===== src/rtl/acl_fc_pkg.sv =====
`timescale 1ns / 1ps
`default_nettype none

package acl_fc_pkg;

  localparam int unsigned AddrWidth = 4;

  localparam logic [1:0] REG_DIRECTION    = 2'd0;
  localparam logic [1:0] REG_SIZE_ONLY    = 2'd1;
  localparam logic [1:0] REG_OUT_CAPACITY = 2'd2;

  localparam logic [1:0] STATUS_OK      = 2'd0;
  localparam logic [1:0] STATUS_INVALID = 2'd1;
  localparam logic [1:0] STATUS_OVER    = 2'd2;

  localparam logic [31:0] XATTR_VER = 32'd2;
  localparam logic [31:0] DISK_VER  = 32'd1;
  localparam logic [31:0] ALL_ONES  = 32'hFFFF_FFFF;

  localparam logic [15:0] TAG_USER_OBJ  = 16'h0001;
  localparam logic [15:0] TAG_USER      = 16'h0002;
  localparam logic [15:0] TAG_GROUP_OBJ = 16'h0004;
  localparam logic [15:0] TAG_GROUP     = 16'h0008;
  localparam logic [15:0] TAG_MASK      = 16'h0010;
  localparam logic [15:0] TAG_OTHER     = 16'h0020;

  typedef struct packed {
    logic [31:0] data_word;
    logic        last_word;
  } in_item_t;

  typedef struct packed {
    logic [31:0] out_word;
    logic        is_status;
    logic [1:0]  status_code;
    logic [15:0] needed_bytes;
    logic        last;
  } out_item_t;

  function automatic logic tag_is_short(input logic [15:0] tag);
    return (tag == TAG_USER_OBJ) || (tag == TAG_GROUP_OBJ) ||
           (tag == TAG_MASK) || (tag == TAG_OTHER);
  endfunction

  function automatic logic tag_has_id(input logic [15:0] tag);
    return (tag == TAG_USER) || (tag == TAG_GROUP);
  endfunction

endpackage

`default_nettype wire


===== src/rtl/acl_fc_stream_if.sv =====
`timescale 1ns / 1ps
`default_nettype none

interface acl_fc_stream_if #(
  parameter type payload_t = logic [31:0]
);

  logic     valid;
  logic     ready;
  payload_t payload;

  modport source (output valid, output payload, input ready);
  modport sink (input valid, input payload, output ready);

endinterface

`default_nettype wire


===== src/rtl/acl_format_converter.sv =====
`timescale 1ns / 1ps
`default_nettype none

// The results of an accepted word are registered into the queue, whose head drives the output.
// Results leave a four-entry queue one a cycle while the output is ready; a short
// disk entry yields two results, and the last word of a blob adds a status result.
// A new word is taken whenever at most one result is still queued.
// Reset is asynchronous and active low; it empties the queue, restarts the
// conversion at the header word and sets the registers to their defaults.
module acl_format_converter #(
  parameter int unsigned COUNT_BITS = 16
) (
  input  wire logic                              clk_i,
  input  wire logic                              rst_ni,
  input  wire logic                              psel,
  input  wire logic                              penable,
  input  wire logic                              pwrite,
  input  wire logic [acl_fc_pkg::AddrWidth-1:0]  paddr,
  input  wire logic [31:0]                       pwdata,
  output logic      [31:0]                       prdata,
  output logic                                   pready,
  acl_fc_stream_if.sink                          in_i,
  acl_fc_stream_if.source                        out_o
);

  import acl_fc_pkg::*;

  localparam logic [1:0] PH_HEADER = 2'd0;
  localparam logic [1:0] PH_ENTRY  = 2'd1;
  localparam logic [1:0] PH_ID     = 2'd2;

  localparam int unsigned Depth = 4;
  localparam int unsigned WideBits = (COUNT_BITS > 16) ? COUNT_BITS : 16;

  logic                  direction_q;
  logic                  size_only_q;
  logic [15:0]           capacity_q;

  logic [1:0]            phase_q, phase_d;
  logic                  full_q, full_d;
  logic                  err_q, err_d;
  logic [COUNT_BITS-1:0] count_q, count_d;

  out_item_t             queue_q [Depth];
  out_item_t             queue_d [Depth];
  logic [2:0]            fill_q, fill_d;

  logic                  cfg_write;
  logic                  accept;
  logic                  pop;

  logic [31:0]           word;
  logic [15:0]           tag;
  logic                  is_short;
  logic [31:0]           data0, data1;
  logic [1:0]            data_n;
  logic [3:0]            add_bytes;
  logic [COUNT_BITS-1:0] count_base;
  logic [COUNT_BITS:0]   count_sum;
  logic [COUNT_BITS-1:0] count_next;
  logic [WideBits-1:0]   count_wide;
  logic                  err_next;
  logic [1:0]            phase_next;
  logic                  full_next;
  out_item_t             status;
  out_item_t             push_item [3];
  logic [1:0]            push_n;
  logic [2:0]            base;

  assign pready    = 1'b1;
  assign cfg_write = psel && penable && pwrite && pready;

  always_comb begin
    prdata = '0;
    case (paddr[3:2])
      REG_DIRECTION: begin
        prdata = {31'd0, direction_q};
      end
      REG_SIZE_ONLY: begin
        prdata = {31'd0, size_only_q};
      end
      REG_OUT_CAPACITY: begin
        prdata = {16'd0, capacity_q};
      end
      default: begin
        prdata = '0;
      end
    endcase
  end

  always_ff @(posedge clk_i or negedge rst_ni) begin
    if (!rst_ni) begin
      direction_q <= 1'b0;
      size_only_q <= 1'b0;
      capacity_q  <= 16'hFFFF;
    end else if (cfg_write) begin
      case (paddr[3:2])
        REG_DIRECTION: begin
          direction_q <= pwdata[0];
        end
        REG_SIZE_ONLY: begin
          size_only_q <= pwdata[0];
        end
        REG_OUT_CAPACITY: begin
          capacity_q <= pwdata[15:0];
        end
        default: begin
        end
      endcase
    end
  end

  assign in_i.ready    = (fill_q <= 3'd1);
  assign accept        = in_i.valid && in_i.ready;
  assign out_o.valid   = (fill_q != 3'd0);
  assign out_o.payload = queue_q[0];
  assign pop           = out_o.valid && out_o.ready;

  assign word     = in_i.payload.data_word;
  assign tag      = word[15:0];
  assign is_short = tag_is_short(tag);

  always_comb begin
    data0      = word;
    data1      = ALL_ONES;
    data_n     = 2'd0;
    add_bytes  = 4'd0;
    count_base = count_q;
    err_next   = err_q;
    phase_next = phase_q;
    full_next  = full_q;
    case (phase_q)
      PH_ENTRY: begin
        data_n    = 2'd1;
        if (!direction_q) begin
          add_bytes  = is_short ? 4'd4 : 4'd8;
          full_next  = !is_short;
          phase_next = PH_ID;
        end else begin
          add_bytes = 4'd8;
          if (tag_has_id(tag)) begin
            full_next  = 1'b1;
            phase_next = PH_ID;
          end else begin
            if (!is_short) begin
              err_next = 1'b1;
            end
            data_n = 2'd2;
          end
        end
      end
      PH_ID: begin
        data_n     = (direction_q || full_q) ? 2'd1 : 2'd0;
        phase_next = PH_ENTRY;
      end
      default: begin
        if (word != (direction_q ? DISK_VER : XATTR_VER)) begin
          err_next = 1'b1;
        end
        data0      = direction_q ? XATTR_VER : DISK_VER;
        data_n     = 2'd1;
        count_base = '0;
        add_bytes  = 4'd4;
        phase_next = PH_ENTRY;
      end
    endcase
    if (size_only_q) begin
      data_n = 2'd0;
    end
  end

  assign count_sum  = {1'b0, count_base} + (COUNT_BITS + 1)'(add_bytes);
  assign count_next = count_sum[COUNT_BITS] ? '1 : count_sum[COUNT_BITS-1:0];
  assign count_wide = WideBits'(count_next);

  always_comb begin
    status              = '0;
    status.is_status    = 1'b1;
    status.last         = 1'b1;
    status.needed_bytes = (count_wide > WideBits'(16'hFFFF)) ? 16'hFFFF : count_wide[15:0];
    if (err_next || (phase_next == PH_ID)) begin
      status.status_code = STATUS_INVALID;
    end else if (!size_only_q &&
                 ((&count_next) || (count_wide > WideBits'(capacity_q)))) begin
      status.status_code = STATUS_OVER;
    end else begin
      status.status_code = STATUS_OK;
    end
  end

  always_comb begin
    push_item[0]          = '0;
    push_item[1]          = '0;
    push_item[2]          = '0;
    push_item[0].out_word = data0;
    push_item[1].out_word = data1;
    push_n                = data_n;
    if (in_i.payload.last_word) begin
      push_item[data_n] = status;
      push_n            = data_n + 2'd1;
    end
    if (!accept) begin
      push_n = 2'd0;
    end
  end

  assign base = fill_q - {2'd0, pop};

  always_comb begin
    for (int i = 0; i < Depth; i++) begin
      if (pop && (i < Depth - 1)) begin
        queue_d[i] = queue_q[i + 1];
      end else begin
        queue_d[i] = queue_q[i];
      end
      for (int k = 0; k < 3; k++) begin
        if ((2'(k) < push_n) && (3'(i) == base + 3'(k))) begin
          queue_d[i] = push_item[k];
        end
      end
    end
    fill_d = base + {1'b0, push_n};
  end

  always_ff @(posedge clk_i) begin
    for (int i = 0; i < Depth; i++) begin
      queue_q[i] <= queue_d[i];
    end
  end

  always_comb begin
    phase_d = phase_q;
    full_d  = full_q;
    err_d   = err_q;
    count_d = count_q;
    if (accept) begin
      if (in_i.payload.last_word) begin
        phase_d = PH_HEADER;
        full_d  = 1'b0;
        err_d   = 1'b0;
        count_d = '0;
      end else begin
        phase_d = phase_next;
        full_d  = full_next;
        err_d   = err_next;
        count_d = count_next;
      end
    end
  end

  always_ff @(posedge clk_i or negedge rst_ni) begin
    if (!rst_ni) begin
      fill_q  <= 3'd0;
      phase_q <= PH_HEADER;
      full_q  <= 1'b0;
      err_q   <= 1'b0;
      count_q <= '0;
    end else begin
      fill_q  <= fill_d;
      phase_q <= phase_d;
      full_q  <= full_d;
      err_q   <= err_d;
      count_q <= count_d;
    end
  end

endmodule

`default_nettype wire


===== src/flat_wrapper.sv =====
// flat-port wrapper written by rule: the top's interface ports become plain ports
module acl_format_converter_flat import acl_fc_pkg::*;
#(
  parameter int unsigned COUNT_BITS = 16
)
  (clk_i, rst_ni, psel, penable, pwrite, paddr, pwdata, prdata, pready, in_i_valid, in_i_payload, in_i_ready, out_o_valid, out_o_payload, out_o_ready);
  acl_fc_stream_if #(.payload_t(in_item_t)) in_i_i ();
  acl_fc_stream_if #(.payload_t(out_item_t)) out_o_i ();
  input  wire logic clk_i;
  input  wire logic rst_ni;
  input  wire logic psel;
  input  wire logic penable;
  input  wire logic pwrite;
  input  wire logic [acl_fc_pkg::AddrWidth-1:0] paddr;
  input  wire logic [31:0] pwdata;
  output logic      [31:0] prdata;
  output logic pready;
  input wire logic [$bits(in_i_i.valid)-1:0] in_i_valid;
  input wire logic [$bits(in_i_i.payload)-1:0] in_i_payload;
  output wire logic [$bits(in_i_i.ready)-1:0] in_i_ready;
  output wire logic [$bits(out_o_i.valid)-1:0] out_o_valid;
  output wire logic [$bits(out_o_i.payload)-1:0] out_o_payload;
  input wire logic [$bits(out_o_i.ready)-1:0] out_o_ready;
  assign in_i_i.valid = in_i_valid;
  assign in_i_i.payload = in_i_payload;
  assign in_i_ready = in_i_i.ready;
  assign out_o_valid = out_o_i.valid;
  assign out_o_payload = out_o_i.payload;
  assign out_o_i.ready = out_o_ready;
  acl_format_converter #(.COUNT_BITS(COUNT_BITS)) u_core (.clk_i(clk_i), .rst_ni(rst_ni), .psel(psel), .penable(penable), .pwrite(pwrite), .paddr(paddr), .pwdata(pwdata), .prdata(prdata), .pready(pready), .in_i(in_i_i), .out_o(out_o_i));
endmodule

===== config.mk =====
export PLATFORM = sky130hd
export DESIGN_NAME = acl_format_converter_flat
export DESIGN_NICKNAME = d
export VERILOG_FILES = /design/src/rtl/acl_fc_pkg.sv /design/src/rtl/acl_fc_stream_if.sv /design/src/rtl/acl_format_converter.sv /design/src/flat_wrapper.sv
export SDC_FILE = /design/constraint.sdc
export NUM_CORES = 1
export LEC_CHECK = 0
export BUFFER_PORTS_ARGS = -buffer_cell sky130_fd_sc_hd__buf_2
export CAP_MARGIN = 20
export CORE_MARGIN = 8
export CORE_UTILIZATION = 53
export DETAILED_ROUTE_END_ITERATION = 10
export PLACE_DENSITY = 0.77
export SETUP_SLACK_MARGIN = 0.02
export SYNTH_ARGS = -nofsm -noshare
export SYNTH_HDL_FRONTEND = slang
export SYNTH_SLANG_ARGS = --single-unit

===== constraint.sdc =====
create_clock -name clk_i -period 4.5 [get_ports clk_i]
set_input_delay 0.225 -clock clk_i [delete_from_list [all_inputs] [get_ports clk_i]]
set_output_delay 0.225 -clock clk_i [all_outputs]
set_load 0.01 [all_outputs]

==> flow_summary.yaml, run 1 <==
sta:
  slew_viol_final: 0
  fin_skew_ps: 10.95
  slew_headroom: 0.3835
  grt_setup_unrepaired: "false"
  finalHoldViolations: 0
  report.final.setup_viol: 0
  period_share: 0.9376
  fin_crit_ps: 4219
  fmax_mhz: 237.0
  setup_ws_ps: 280.8
  worst_slew_pin_slew_ps: 924.8
grt:
  met1_usage: 0.2717
  antenna_found_initial: 1
  grtUsageTotal: 0.2044
  grt_max_degree: 66
  grtUsageMet2: 0.3345
  grt_pass1_vias: 9251
  grt_pass1_wl_um: 47500
  grt-ovfl-total: 0
  grt_util_met3: 0.04379
  busiest_layer: "met2"
clocking:
  post_cts_buffers: 0
  cts_buffers: 26
  clkSlewWorstSetupHoldPaths_ps: 60
  clockBufferDepth: 3
  cts-root-buf: "clkbuf_16"
  cts_tree: "built"
  worstSkewPairLatency_ps: 520
  htreeDepth: 1
  cts.sinks: 245
yosys:
  avgSynthCellArea_sq_um: 10.62
  synth-seq-cells: 245
  synth_area_sq_mm: 0.01237
  async_reset_ff_frac: 0.1673
  synth_area_leader_cell: "edfxtp_1"
  ys_seq_area_frac: 0.5798
  synth_edf_count: 204
  yosys-top-cells-count: "edfxtp_1 (204), nor2_1 (166), o21ai_0 (138), nand2_1 (93), a21oi_1 (84)"
  ys_warn_count: 0
  yosysTopAreaCellShare: 0.4952
  synth.most_common_cell: "edfxtp_1"
  synth_cell_types: 69
  synth_flop_cell: "edfxtp_1"
  netlist_instances: 1165
  synthTopCellsByArea: "edfxtp_1 (50%), o21ai_0 (5.6%), dfrtp_1 (5.1%)"
die:
  chipWidth_um: 168.8
  ios: 163
  fp-row-count: 56
  initial_core_util: 0.5334
  core-area_sq_mm: 0.02319
  dieArea_sq_mm: 0.02849
  die_h_um: 168.8
min_path:
  min_path_type: "in -> reg"
layout:
  finalInstanceArea_sq_mm: 0.01490
  fin_nets: 1454
  fin_util: 0.6424
  syn_to_final_growth_pct: 20.43
  drive_gt1_frac: 0.2272
drt:
  dr_total_vias: 9606
  drtAntennaViolNets: 0
  drc: 0
  wl_um: 29890
  viasPerCell: 5.687
  avgRoutedWirePerCell_um: 17.70
  first_iter_violations: 941
  detail_route.first_pass.iterations: 6
placement:
  placed_cell_area_sq_mm: 0.01378
  gp_congestion: 0.9245
  dp_hpwl_um: 20730
  pre_cts_ws_ps: -485.3
  port_buffers: 127
power_and_ir_drop:
  p_leak_nw: 5.957
  p_switching_mw: 2.909
  swShare: 0.3342
  powerDensity_mw_per_mm2: 584.2
  comb_power_share: 0.336
  peakVddDrop_mv: 0.2741
  finalPower_mw: 8.704
  seqPwrFrac: 0.417
  pwr-share-clk: 0.248
  p_int_mw: 5.795
critical_path:
  cp_data_arrival_time_ps: 4490
  path_max_fanout: 4
  worstSetupPathType: "in -> reg"
  crit_path_start_kind: "input port"
  critical_path_required_ps: 4770
  end_kind: "register"
status:
  status: "completed"
job:
  maxCapViolations: 0
## worst paths after layout
path / startpoint / to / slack [ps] / cells past startpoint
max: in_i_payload[11] / u_core.queue_q[1][18] / 280 / 25
min: paddr[3] / u_core.direction_q / 60 / 4
max reg2reg: u_core.phase_q[0] / u_core.queue_q[1][18] / 360 / 20
min reg2reg: u_core.count_q[2] / u_core.count_q[2] / 500 / 2
max in group asynchronous: rst_ni / u_core.count_q[11] / 3530 / 2
min in group asynchronous: rst_ni / u_core.size_only_q / 380 / 2
## cell families (layout without fill, tap and decap cells)
group                    Yosys count  in the layout  synth area share
adder cells (fa/ha/maj)           29             29           0.03054
AND/OR/NAND/NOR                  354            354            0.1288
AO/OA/AOI/OAI                    367            367            0.1880
buffers and inverters            145            334           0.05472
multiplexers                      11             11          0.009103
flip-flops                       245            245            0.5798
other                              2             18         0.0006071
XOR/XNOR                          12             12          0.008497
## timing repair
item,4_1_cts,5_1_grt
setup endpoints to repair,0,39
endpoints found under the hold margin,43,0
hold buffers,17,0
gates resized for setup,0,14
## registers in the layout (all words and copies together), names as in the netlist
signal,count
u_core.count_q,16
u_core.phase_q,2
u_core.full_q,1
u_core.capacity_q,16
u_core.fill_q,3
u_core.direction_q,1
u_core.err_q,1
u_core.queue_q,204
u_core.size_only_q,1
## stage by stage
stage                     hold WS, ps  TNS [ps]  instances
after global placement          416.2     -1302       1623
after floorplan                -70.59    -11390       1180
after CTS                       50.22         0       1688
final                           55.07         0       1689
after detailed placement        411.9     -1879       1623
after global routing            78.41         0       1689
## routing by layer
| metal | routed length [um] | part of all wire |
|---|---|---|
| met2 | 14060 | 0.47 |
| met3 | 2588 | 0.087 |
| met1 | 12650 | 0.42 |
| met5 | 0 | 0 |
| met4 | 590 | 0.020 |
## power groups by stage
stage	Sequential, mW	Clock [mW]	Combinational, mW
6_report	3.63	2.15	2.92
5_1_grt	3.69	2.29	3.19
4_1_cts	3.63	2.19	2.89
3_5_place_dp	3.67	0	2.86
3_3_place_gp	3.64	0	2.79
2_1_floorplan	3.74	0	1.71
## final cells by class
cell class,count,area (sq um)
Multi-Input combinational cell,790,4701
Antenna cell,1,2.502
Fill cell,1759,8294
Inverter,50,187.7
Sequential cell,245,7172
Clock buffer,35,735.7
Timing Repair Buffer,236,1559
Clock inverter,13,141.4
Tap cell,319,399.1
## cell usage in the layout (no fill, tap or decap), types with 18 or more instances in the layout
cell / n
ha_1: 26
nand2_1: 90
and2_1: 18
dfrtp_1: 25
a211oi_1: 34
a21oi_1: 82
a22o_1: 56
buf_2: 127
inv_1: 49
o21ai_0: 137
clkbuf_16: 27
edfxtp_1: 204
nor2_1: 165
buf_4: 87
## critical path: stages
cell and delay, ps:
buf_2 120, nor4_4 280, buf_4 170, nand3_2 90
a2111o_1 420, nor2_2 120, nand2_1 60, o21ai_0 100
ha_2 220, inv_1 50, fa_2 370, nor3b_2 230
nand2_1 110, and2_1 180, a211o_1 290, inv_1 90
ha_1 240, and3_1 200, nand4_1 120, nor2_1 70
o21ai_0 70, nand2_1 100, o31ai_4 230, a21oi_4 110
a22o_1 220
(Power assumes the default switching activity.)
==> run 2, diff against run 1 <==
Settings changed: CELL_PAD_IN_SITES_DETAIL_PLACEMENT set to 1, CELL_PAD_IN_SITES_GLOBAL_PLACEMENT set to 1, CORE_UTILIZATION 53 to 41, PLACE_DENSITY 0.77 to not set, PLACE_DENSITY_LB_ADDON set to 0.1.
==> run 2 against run 1 <==
Against the previous run:
- sequential share of layout area down 0.057 points
- register-to-register slack worse by 30 ps
- clock skew up 4.8 ps
- largest power group unchanged
- power up 1.5%
- first-iteration DRC count down 40%
- flip-flop and latch count unchanged
- fmax down 0.43%
- hold slack worse by 13 ps
- combinational power up 3%
- count of clock-buffer cells in the layout up 6
- sequential power about the same
==> flow_summary.yaml, run 2 (synthesis gave the netlist of run 1 again) <==
status:
  status: "completed"
grt:
  grt-ovfl-total: 0
  antenna_found_initial: 2
  grtUsageTotal: 0.1997
  grt_max_degree: 66
  grt_pass1_vias: 10100
  grt_pass1_wl_um: 57400
clocking:
  clockBufferDepth: 3
  cts.sinks: 245
  cts_buffers: 28
  clkSlewWorstSetupHoldPaths_ps: 60
  cts_tree: "built"
  htreeDepth: 1
  worstSkewPairLatency_ps: 540
  cts-root-buf: "clkbuf_16"
critical_path:
  rr_worst_depth: 15
  worstSetupPathType: "in -> reg"
  cp_data_arrival_time_ps: 4530
  critical_path_required_ps: 4790
  crit_path_start_kind: "input port"
  end_kind: "register"
  path_max_fanout: 4
drt:
  first_iter_violations: 569
  dr_total_vias: 9612
  drc: 0
  viasPerCell: 5.468
  wl_um: 36540
  detail_route.first_pass.iterations: 5
  avgRoutedWirePerCell_um: 20.79
  drtAntennaViolNets: 0
min_path:
  min_path_cells: 3
  min_path_type: "in -> reg"
sta:
  setup_ws_ps: 262.5
  slew_headroom: 0.3482
  fin_skew_ps: 15.73
  period_share: 0.9417
  report.final.setup_viol: 0
  finalHoldViolations: 0
  worst_slew_pin_slew_ps: 975.7
  grt_setup_unrepaired: "false"
  fin_crit_ps: 4237
  fmax_mhz: 236.0
  slew_viol_final: 0
layout:
  syn_to_final_growth_pct: 20.57
  largest_register_ffs: 204
  largestRegisters: "u_core.queue_q (204), u_core.capacity_q (16), u_core.count_q (16)"
  fin_nets: 1450
  final_common_cell: "edfxtp_1"
  final_cell_mix: "edfxtp_1 (204), nor2_1 (165), o21ai_0 (137)"
  drive_gt1_frac: 0.2209
  fin_util: 0.5019
  regMostFlops: "u_core.queue_q"
die:
  chipWidth_um: 189.7
  initial_core_util: 0.4163
  die_h_um: 189.7
  dieArea_sq_mm: 0.03599
  ios: 163
  fp-row-count: 63
  core-area_sq_mm: 0.02972
placement:
  dp_hpwl_um: 25250
  port_buffers: 127
  gp_congestion: 0.8544
  pre_cts_ws_ps: -330.9
job:
  maxCapViolations: 0
power_and_ir_drop:
  p_leak_nw: 5.930
  powerDensity_mw_per_mm2: 592.3
  peakVddDrop_mv: 0.3410
## run 2: changes by cell type in the layout (fill, tap and decap cells not counted), moves of 2 or more
cell        change
clkbuf_1        +6
buf_4           -5
clkbuf_16       +2
clkbuf_8        -2
clkinvlp_4      -2
## run 2: power breakdown
group / total (mW) / switching, mW / leakage (nW) / internal [mW]
combinational: 3.01 / 1.97 / 3.03 / 1.04
clock: 2.20 / 0.896 / 0.423 / 1.31
sequential: 3.62 / 0.196 / 2.47 / 3.42
total: 8.83 / 3.06 / 5.93 / 5.77
## run 2: metal layers
metal / wire length (um) / track usage / share of wire
met1: 16500 / 0.2625 / 0.45
met5: 46 / 0 / 0.0013
met4: 684 / 0.04841 / 0.019
met3: 1666 / 0.03588 / 0.046
met2: 17650 / 0.3380 / 0.48
## run 2: critical path: stages
cell and delay [ps]:
buf_2 140, or4_1 510, a2111o_1 410, nor2_2 120, nand2_1 60, o21ai_0 90, ha_2 220, inv_1 50
fa_2 360, nor3b_2 240, nand2_1 110, and2_1 180, a211o_1 310, inv_1 90, ha_1 240, and3_1 200
nand4_1 120, nor2_1 70, o21ai_0 70, nand2_1 90, o31ai_2 240, a21oi_2 130, a22o_1 240
## run 2: cell type report
class                           instances  area [sq um]
Timing Repair Buffer                  230          1501
Clock inverter                         11         100.1
Antenna cell                            1         2.502
Multi-Input combinational cell        790          4683
Clock buffer                           41         780.7
Inverter                               50         187.7
Tap cell                              390         488.0
Sequential cell                       245          7172
Fill cell                            3304         14800
## run 2: final timing paths
kind,end,slack [ps],startpoint
worst min register to register,u_core.count_q[2],510,u_core.count_q[2]
worst max register to register,u_core.queue_q[0][25],330,u_core.phase_q[1]
worst min-delay path,u_core.direction_q,40,paddr[3]
max in group asynchronous,u_core.count_q[4],3530,rst_ni
min in group asynchronous,u_core.full_q,370,rst_ni
worst max-delay path,u_core.queue_q[2][18],260,in_i_payload[3]
## run 2: timing repair
item	in CTS	in global routing
hold endpoints to repair	43	0
setup buffers	0	0
endpoints found under the setup margin	0	50
hold buffers	17	0
gates resized for setup	0	12
## run 2: stage by stage
stage / power, mW / instance area, sq um / TNS [ps] / hold slack [ps] / cells
2_1_floorplan: 5.453 / 12430 / -11390 / -70.59 / 1180
4_1_cts: 8.896 / 14860 / 0 / 23.31 / 1757
5_1_grt: 9.352 / 14910 / 0 / 59.68 / 1757
3_3_place_gp: 6.557 / 13810 / -857.2 / 433.6 / 1688
6_report: 8.834 / 14920 / 0 / 42.46 / 1758
3_5_place_dp: 6.654 / 13810 / -1242 / 437.1 / 1688
==> run 3, diff against run 2 <==
==> constraint.sdc (replaced) <==
create_clock -name clk_i -period 4.5 [get_ports clk_i]
set_input_delay 0.225 -clock clk_i [delete_from_list [all_inputs] [get_ports clk_i]]
set_output_delay 0.225 -clock clk_i [all_outputs]
set_load 0.005 [all_outputs]
==> run 3 against run 2 <==
Against the previous run:
- clock skew grew 13 ps
- critical path depth grew 1
- power fell by 0.62%
- final cell count up 0.34%
- core utilization is 0.19 points higher
- sequential share of layout area decreased by 0.18 points
- sequential power barely moved
==> flow_summary.yaml, run 3 (synthesis gave the netlist of run 1 again) <==
die:
  ios: 163
  fp-row-count: 63
  core-area_sq_mm: 0.02972
  initial_core_util: 0.4163
  die_h_um: 189.7
  chipWidth_um: 189.7
  dieArea_sq_mm: 0.03599
sta:
  slew_headroom: 0.3375
  period_share: 0.9411
  slew_viol_final: 0
  fin_skew_ps: 28.61
  fmax_mhz: 236.1
  worst_slew_pin_slew_ps: 990.8
  fin_setup_tns_ps: 0
  finalHoldViolations: 0
  report.final.setup_viol: 0
  fin_crit_ps: 4235
clocking:
  worstSkewPairLatency_ps: 570
  cts_buffers: 28
  clockBufferDepth: 3
  post_cts_buffers: 0
  htreeDepth: 1
  clkSlewWorstSetupHoldPaths_ps: 60
  cts-root-buf: "clkbuf_16"
  cts_tree: "built"
  cts.sinks: 245
critical_path:
  end_kind: "register"
  path_max_fanout: 4
  crit_path_start_kind: "input port"
  cp_data_arrival_time_ps: 4550
  path_cells: "buf_2, inv_1, or4_1, a2111o_1, nor2_1, nand2_1, o21ai_0, ha_2, inv_1, fa_2, nor3b_2, nand2_1, and2_1, a211o_1, inv_1, ha_1, and3_1, nand4_1, nor2_1, o21ai_0, nand2_1, o31ai_2, a21oi_2, a22o_1"
  worstSetupPathType: "in -> reg"
  critical_path_required_ps: 4820
  crit_slowest_cell: "or4_1"
  cpPeakStageDelay_ps: 520
drt:
  wl_um: 36920
  avgRoutedWirePerCell_um: 20.93
  viasPerCell: 5.488
  drtAntennaViolNets: 0
  dr_total_vias: 9680
  first_iter_violations: 605
  detail_route.first_pass.iterations: 7
  drc: 0
layout:
  regMostFlops: "u_core.queue_q"
  syn_to_final_growth_pct: 21.02
  fin_util: 0.5038
  fin_nets: 1457
  largestRegisters: "u_core.queue_q (204), u_core.capacity_q (16), u_core.count_q (16)"
  final_common_cell: "edfxtp_1"
  antenna_cells: 0
  largest_register_ffs: 204
  fillerInstances: 3271
  final_cell_mix: "edfxtp_1 (204), nor2_1 (166), o21ai_0 (136)"
  drive_gt1_frac: 0.2293
placement:
  gp_congestion: 0.8354
  port_buffers: 127
  dp_hpwl_um: 25720
job:
  maxCapViolations: 0
grt:
  grt_pass1_wl_um: 58000
  grt_pass1_vias: 10100
  grt_max_degree: 64
  antenna_found_initial: 0
  grt-ovfl-total: 0
  grtUsageTotal: 0.2021
status:
  status: "completed"
power_and_ir_drop:
  p_leak_nw: 5.963
  powerDensity_mw_per_mm2: 586.5
  peakVddDrop_mv: 0.3380
min_path:
  min_path_type: "in -> async"
[run 3: changes by cell type in the layout (fill, tap and decap cells not counted), sizes merged]
cell / previous run / this run
buf: 213 / 220
clkbuf: 41 / 40
clkinv: 9 / 10
clkinvlp: 1 / 0
diode: 1 / 0
inv: 49 / 50
[run 3: power breakdown]
part | total [mW] | switching (mW) | internal (mW)
registers | 3.61 | 0.192 | 3.42
clock network | 2.23 | 0.941 | 1.29
logic | 2.94 | 1.91 | 1.03
[run 3: repair_timing]
action / CTS / global route
pin swaps: 0 / 3
hold buffers: 17 / 0
endpoints found under the hold margin: 43 / 0
setup endpoints to repair: 4 / 5
resized for setup: 1 / 15
[run 3: worst paths after layout]
| path | startpoint | end | slack (ps) | cells after the start |
|---|---|---|---|---|
| setup / recovery | in_i_payload[1] | u_core.queue_q[1][18] | 270 | 24 |
| setup reg to reg | u_core.phase_q[0] | u_core.queue_q[1][18] | 300 | 20 |
| min in group clk_i | paddr[3] | u_core.direction_q | 40 | 4 |
| max in group asynchronous | rst_ni | u_core.capacity_q[12] | 3990 | 3 |
| hold / removal | rst_ni | u_core.phase_q[1] | 10 | 2 |
| hold reg to reg | u_core.count_q[3] | u_core.count_q[3] | 510 | 1 |
[run 3: through the flow]
step / hold WS, ps / total power, mW / cell area (sq um) / setup WS [ps] / std cells
3_5_place_dp: 430.9 / 6.575 / 13830 / -568.6 / 1694
2_1_floorplan: -70.59 / 5.355 / 12440 / -18.98 / 1180
6_report: 13.03 / 8.780 / 14970 / 265.2 / 1764
3_3_place_gp: 429.8 / 6.463 / 13830 / -360.5 / 1694
4_1_cts: 24.21 / 8.828 / 14890 / 152.9 / 1763
5_1_grt: 5.609 / 9.283 / 14970 / -2.631 / 1764
[run 3: cell type report]
type / count / area (sq um) / share of cell area
Inverter: 50 / 187.7 / 0.01254
Multi-Input combinational cell: 790 / 4693 / 0.3135
Clock inverter: 12 / 132.6 / 0.008859
Tap cell: 390 / 488.0 / 0.03260
Clock buffer: 40 / 755.7 / 0.05048
Sequential cell: 245 / 7172 / 0.4791
Timing Repair Buffer: 237 / 1541 / 0.1030
[run 3: routing by layer]
layer  vias to the layer above  share of wire  routed length [um]  global-route usage
li1                       4583              -                   -                   -
met3                        48          0.045                1675             0.02710
met2                       173           0.48               17830              0.3397
met1                      4876           0.45               16620              0.2723
met5                         -              0                   0                   0
met4                         0          0.021                 793             0.05262
[run 3: worst max-delay path: cells and delay by family]
kind	cells	cell delay, ps
adders and majority gates	3	820
and+or+nand+nor	10	1780
AOI/OAI and AO/OA	7	1470
buffers and inverters	4	260
